$ cat src/design/cicd_pkg.sv
// ----------------------------------------------------------------------------
// cicd_pkg
// Shared types and constants of the cloud-in-cell charge deposit grid.
// ----------------------------------------------------------------------------
package cicd_pkg;

  // default grid size
  localparam int GRID_X_DEF = 64;
  localparam int GRID_Y_DEF = 64;

  // field widths
  localparam int CELL_W    = 40;
  localparam int POS_W     = 32;
  localparam int SCALE_W   = 24;
  localparam int WEIGHT_W  = 16;
  localparam int IDX_W     = 6;
  localparam int FRAC_W    = 16;
  localparam int CMD_W     = 2;
  localparam int CFG_IDX_W = 4;

  // derived datapath widths
  localparam int MUL_W    = POS_W + SCALE_W;        // position times scale
  localparam int SCALED_W = MUL_W - FRAC_W;         // position in cell units, Q.16
  localparam int BASE_W   = SCALED_W - FRAC_W + 2;  // base index plus carry and +1
  localparam int WF_W     = FRAC_W + 1;             // fraction or one minus it
  localparam int PROD_W   = 2 * WF_W;               // product of two weights
  localparam int SHARE_W  = PROD_W;                 // share after weight and shift
  localparam int SHMUL_W  = PROD_W + WEIGHT_W;

  localparam int CORNERS = 4;
  localparam int CNR_W   = $clog2(CORNERS + 1);

  localparam logic [WF_W-1:0]    ONE_Q16     = WF_W'(1) << FRAC_W;
  localparam logic [SCALE_W-1:0] SCALE_RESET = SCALE_W'(1) << FRAC_W;

  // commands
  localparam logic [CMD_W-1:0] CMD_CLEAR   = 2'd0;
  localparam logic [CMD_W-1:0] CMD_DEPOSIT = 2'd1;
  localparam logic [CMD_W-1:0] CMD_READ    = 2'd2;

  // register indexes
  localparam logic [CFG_IDX_W-1:0] REG_SCALE_X = 4'd0;
  localparam logic [CFG_IDX_W-1:0] REG_SCALE_Y = 4'd1;

  typedef enum logic [3:0] {
    ST_BOOT,
    ST_IDLE,
    ST_CLEAR,
    ST_SCALE,
    ST_FRAC,
    ST_SHARE,
    ST_RMW,
    ST_READ,
    ST_FINISH
  } cicd_state_t;

  // controller to datapath
  typedef struct packed {
    logic load;
    logic scale;
    logic frac;
    logic share;
    logic sweep;
    logic rmw;
    logic read;
    logic finish;
  } cicd_ctl_t;

  // datapath to controller
  typedef struct packed {
    logic sweep_last;
    logic rmw_last;
    logic out_free;
  } cicd_sts_t;

endpackage

$ cat src/design/cicd_ctrl.sv
// ----------------------------------------------------------------------------
// cicd_ctrl
// Sequencer of the deposit grid: boot clear, command decode and step control.
// ----------------------------------------------------------------------------
module cicd_ctrl (
  input  logic                      clk,
  input  logic                      rst,
  input  logic                      in_valid,
  output logic                      in_ready,
  input  logic [cicd_pkg::CMD_W-1:0] cmd,
  input  cicd_pkg::cicd_sts_t       sts,
  output cicd_pkg::cicd_ctl_t       ctl
);
  import cicd_pkg::*;

  cicd_state_t state, state_next;

  always_ff @(posedge clk) begin
    if (rst) begin
      state <= ST_BOOT;
    end else begin
      state <= state_next;
    end
  end

  always_comb begin
    state_next = state;
    unique case (state)
      ST_BOOT: begin
        if (sts.sweep_last) state_next = ST_IDLE;
      end
      ST_IDLE: begin
        if (in_valid) begin
          priority if (cmd == CMD_CLEAR) state_next = ST_CLEAR;
          else if (cmd == CMD_DEPOSIT)   state_next = ST_SCALE;
          else if (cmd == CMD_READ)      state_next = ST_READ;
          else                           state_next = ST_FINISH;
        end
      end
      ST_CLEAR: begin
        if (sts.sweep_last) state_next = ST_FINISH;
      end
      ST_SCALE:  state_next = ST_FRAC;
      ST_FRAC:   state_next = ST_SHARE;
      ST_SHARE:  state_next = ST_RMW;
      ST_RMW: begin
        if (sts.rmw_last) state_next = ST_FINISH;
      end
      ST_READ:   state_next = ST_FINISH;
      ST_FINISH: begin
        if (sts.out_free) state_next = ST_IDLE;
      end
      default:   state_next = ST_BOOT;
    endcase
  end

  always_comb begin
    ctl      = '0;
    in_ready = 1'b0;
    unique case (state)
      ST_BOOT:   ctl.sweep = 1'b1;
      ST_IDLE: begin
        in_ready = 1'b1;
        ctl.load = in_valid;
      end
      ST_CLEAR:  ctl.sweep  = 1'b1;
      ST_SCALE:  ctl.scale  = 1'b1;
      ST_FRAC:   ctl.frac   = 1'b1;
      ST_SHARE:  ctl.share  = 1'b1;
      ST_RMW:    ctl.rmw    = 1'b1;
      ST_READ:   ctl.read   = 1'b1;
      ST_FINISH: ctl.finish = sts.out_free;
      default:   ctl        = '0;
    endcase
  end

endmodule

$ cat config.mk
export PLATFORM = sky130hd
export DESIGN_NAME = cicd_ctrl
export DESIGN_NICKNAME = d
export VERILOG_FILES = /design/src/design/cicd_pkg.sv /design/src/design/cicd_ctrl.sv
export SDC_FILE = /design/constraint.sdc
export NUM_CORES = 1
export LEC_CHECK = 0
export BUFFER_PORTS_ARGS = -buffer_cell sky130_fd_sc_hd__buf_2
export CAP_MARGIN = 10
export CELL_PAD_IN_SITES_DETAIL_PLACEMENT = 0
export CELL_PAD_IN_SITES_GLOBAL_PLACEMENT = 1
export CORE_AREA = 10 10 47 49
export DETAILED_ROUTE_END_ITERATION = 8
export DIE_AREA = 0 0 57 59
export GPL_ROUTABILITY_DRIVEN = 0
export PLACE_DENSITY_LB_ADDON = 0.1
export SYNTH_ARGS = -nofsm -noshare
export SYNTH_HDL_FRONTEND = slang
export SYNTH_SLANG_ARGS = --single-unit
$ cat constraint.sdc
create_clock -name clk -period 3.8 [get_ports clk]
set_input_delay 0.76 -clock clk [delete_from_list [all_inputs] [get_ports clk]]
set_output_delay 0.76 -clock clk [all_outputs]
set_load 0.02 [all_outputs]
==> flow_metrics.tcl <==
set metrics [dict create \
    status "completed" \
    post-route-min-period_ns 2.15 \
    wl_mm 1.04 \
    antenna_cells 0 \
    timing_worst_setup_path_type "reg2out" \
    grt.overflow.total 0 \
    htree_levels 1 \
    synth_cell_types 26 \
    hold_violations 0 \
    die_w_um 57 \
    setup_viol 0 \
    io_buffers 16 \
    num_vias 396 \
    maxCapViolCount 0 \
    setup-tns-final_ns 0 \
    cts-resized-gates 0 \
    grt_pass1_vias 412 \
    io_pins 17 \
    ys_seq_elements 4 \
    crit_path_cell_trace "nand2b_4, nor3_1, and2_1, buf_2" \
    drt-wirelength-per-cell_um 12.9 \
    drv_slew 0 \
    cts.sinks 4 \
    syn_avg_cell_area_sq_um 8.46 \
    cts.path.max_buffers 2 \
    final_cell_mix "buf_2 (16), nor3_1 (6), nor2_1 (5)" \
    cp_data_required_time_ns 3.04 \
    period_share_pct 56.6 \
    muxShareOfSynthArea_pct 7.10 \
    vias_per_cell 4.89 \
    tritoncts "yes" \
    hp-class "reg2reg" \
    grt_max_degree 17 \
    rows 14 \
    ys_seq_area_share_pct 18.9 \
    post-cts-setup-buffer-count 0 \
    cp_slowest_stage_delay_ns 0.55 \
    largest_reg_flops 4 \
    crit_path_max_fanout 10 \
    syn-num-nets 60 \
    die_h_um 59 \
    dp_hpwl_um 797 \
    leakagePower_uw 0.000231 \
    synth_xor_area_share_pct 0 \
    crit_path_end_kind "output port" \
    clkSlewWorstSetupHoldPaths_ns 0.04 \
    drc 0 \
    rsz0062_at_grt "no" \
    antenna_found_initial 0 \
    cts-root-buf "clkbuf_4" \
    grt_usage_pct 6.74 \
    yosys_warnings 0 \
    drtIter0Drc 3 \
    ant_nets 0 \
    synth_top_family_by_area "simple AND/OR/NAND/NOR gates" \
    nets 77 \
    ir_drop_mv 0.122 \
    met1Wirelength_um 481 \
    filler_cell_count 161 \
    core-area_sq_mm 0.00140 \
    cpMaxStageDelayCell "dfxtp_1" \
    arrival_ns 1.39 \
    clock.fmax_mhz 465 \
    synthToLayoutAreaGrowth_pct 18.3 \
    regMostFlops "state" \
    postCtsHoldBufs 0 \
    relSlewSlack_pct 65.8 \
    wl_met3_um 107 \
    dieArea_sq_mm 0.00336 \
    pre_cts_slack_ns 1.88 \
    dr_wl_met2_um 438 \
    layout_setup_ws_ns 1.65 \
    synth_compound_area_share_pct 12.7 \
    syn-instance-count 50 \
    synth_area_sq_um 423 \
    synthSimpleGateAreaFrac_pct 42.9 \
    synth_adder_area_share_pct 5.92 \
    grt_pass1_wl_mm 1.75 \
    top_regs "state: 4 flops" \
    crit_path_start_kind "register" \
    tightest_slew_ns 0.512 \
    cts-buffers-inserted 3 \
    clk_latency_ns 0.24 \
    final.setup_skew_ns 0.00489 \
    top_layer "met4" \
    firstDrtPassIters 2 \
    pwr_density_cell_mw_per_mm2 365 \
    layout_commonest_cell "buf_2" \
    drive_gt1_share_pct 38.5 \
    initial_core_util_pct 30.2 \
]
[routing by layer]
layer | vias to the layer above | track usage (%)
li1 | 207 | -
met1 | 172 | 6.88
met2 | 15 | 9.15
met3 | 2 | 4.51
met4 | 0 | 6.04
met5 | - | 0
[synthesized netlist by cell type]
library cell,count,share of area [%]
nor3_1,6,7.1
nor2_1,5,4.4
buf_6,4,11
dfxtp_1,4,19
mux2i_1,3,7.1
nand2b_1,3,4.4
a21oi_1,2,2.4
and2_1,2,3.0
ha_1,2,5.9
inv_1,2,1.8
o211ai_1,2,3.5
a211oi_1,1,1.8
and3b_1,1,2.1
nand2_1,1,0.89
nand2b_2,1,2.1
nand2b_4,1,3.3
nand3_2,1,2.4
nand3b_1,1,1.8
nand4b_1,1,2.1
nor2b_1,1,1.5
nor3b_1,1,1.8
nor4b_2,1,3.5
o21a_1,1,1.8
o21ai_0,1,1.2
o21ai_2,1,2.1
or4_4,1,2.7
[power breakdown]
group / total [uW] / internal (uW) / switching (uW)
combinational: 65.3 / 30.5 / 34.8
clock: 54.6 / 35.4 / 19.1
sequential: 62.8 / 47.0 / 15.8
[per-stage QoR]
step           std cells  utilization, %  hold WS, ns  area (sq um)  total power, uW
6_report              81            35.7        0.667           500              183
5_1_grt               81            35.7        0.728           500              199
4_1_cts               81            35.7        0.656           500              186
3_5_place_dp          78            34.1        0.654           478              129
3_3_place_gp          78            34.1        0.661           478              131
2_1_floorplan         50               -        0.583           423              117
[area by class of cell]
cell class / count / area (sq um) / share of cell area [%]
inverter: 2 / 7.51 / 1.50
clock buffer: 3 / 22.5 / 4.50
sequential: 4 / 80.1 / 16.0
timing repair buffer: 16 / 80.1 / 16.0
tap: 16 / 20.0 / 4.00
multi-input combinational: 40 / 290 / 58.0
[worst max-delay path: cells and delay by family (launching register included)]
family | cells | cell delay, ns
buf+inv | 1 | 0.15
flops | 1 | 0.55
simple gates | 3 | 0.45
[final timing paths]
path | startpoint | endpoint | slack, ns | cells after the start
setup reg to reg | state[0] | state[1] | 2.34 | 4
setup / recovery | state[0] | ctl[7] | 1.65 | 4
hold reg to reg | state[1] | state[1] | 0.67 | 2
hold / removal | state[1] | state[1] | 0.67 | 2
[kinds of logic after synthesis]
kind of cell	Yosys count
mux	3
simple gates	27
fa+ha+maj	2
flops	4
buf+inv	6
compound gates	8
Power figures use the tool's default switching activity.
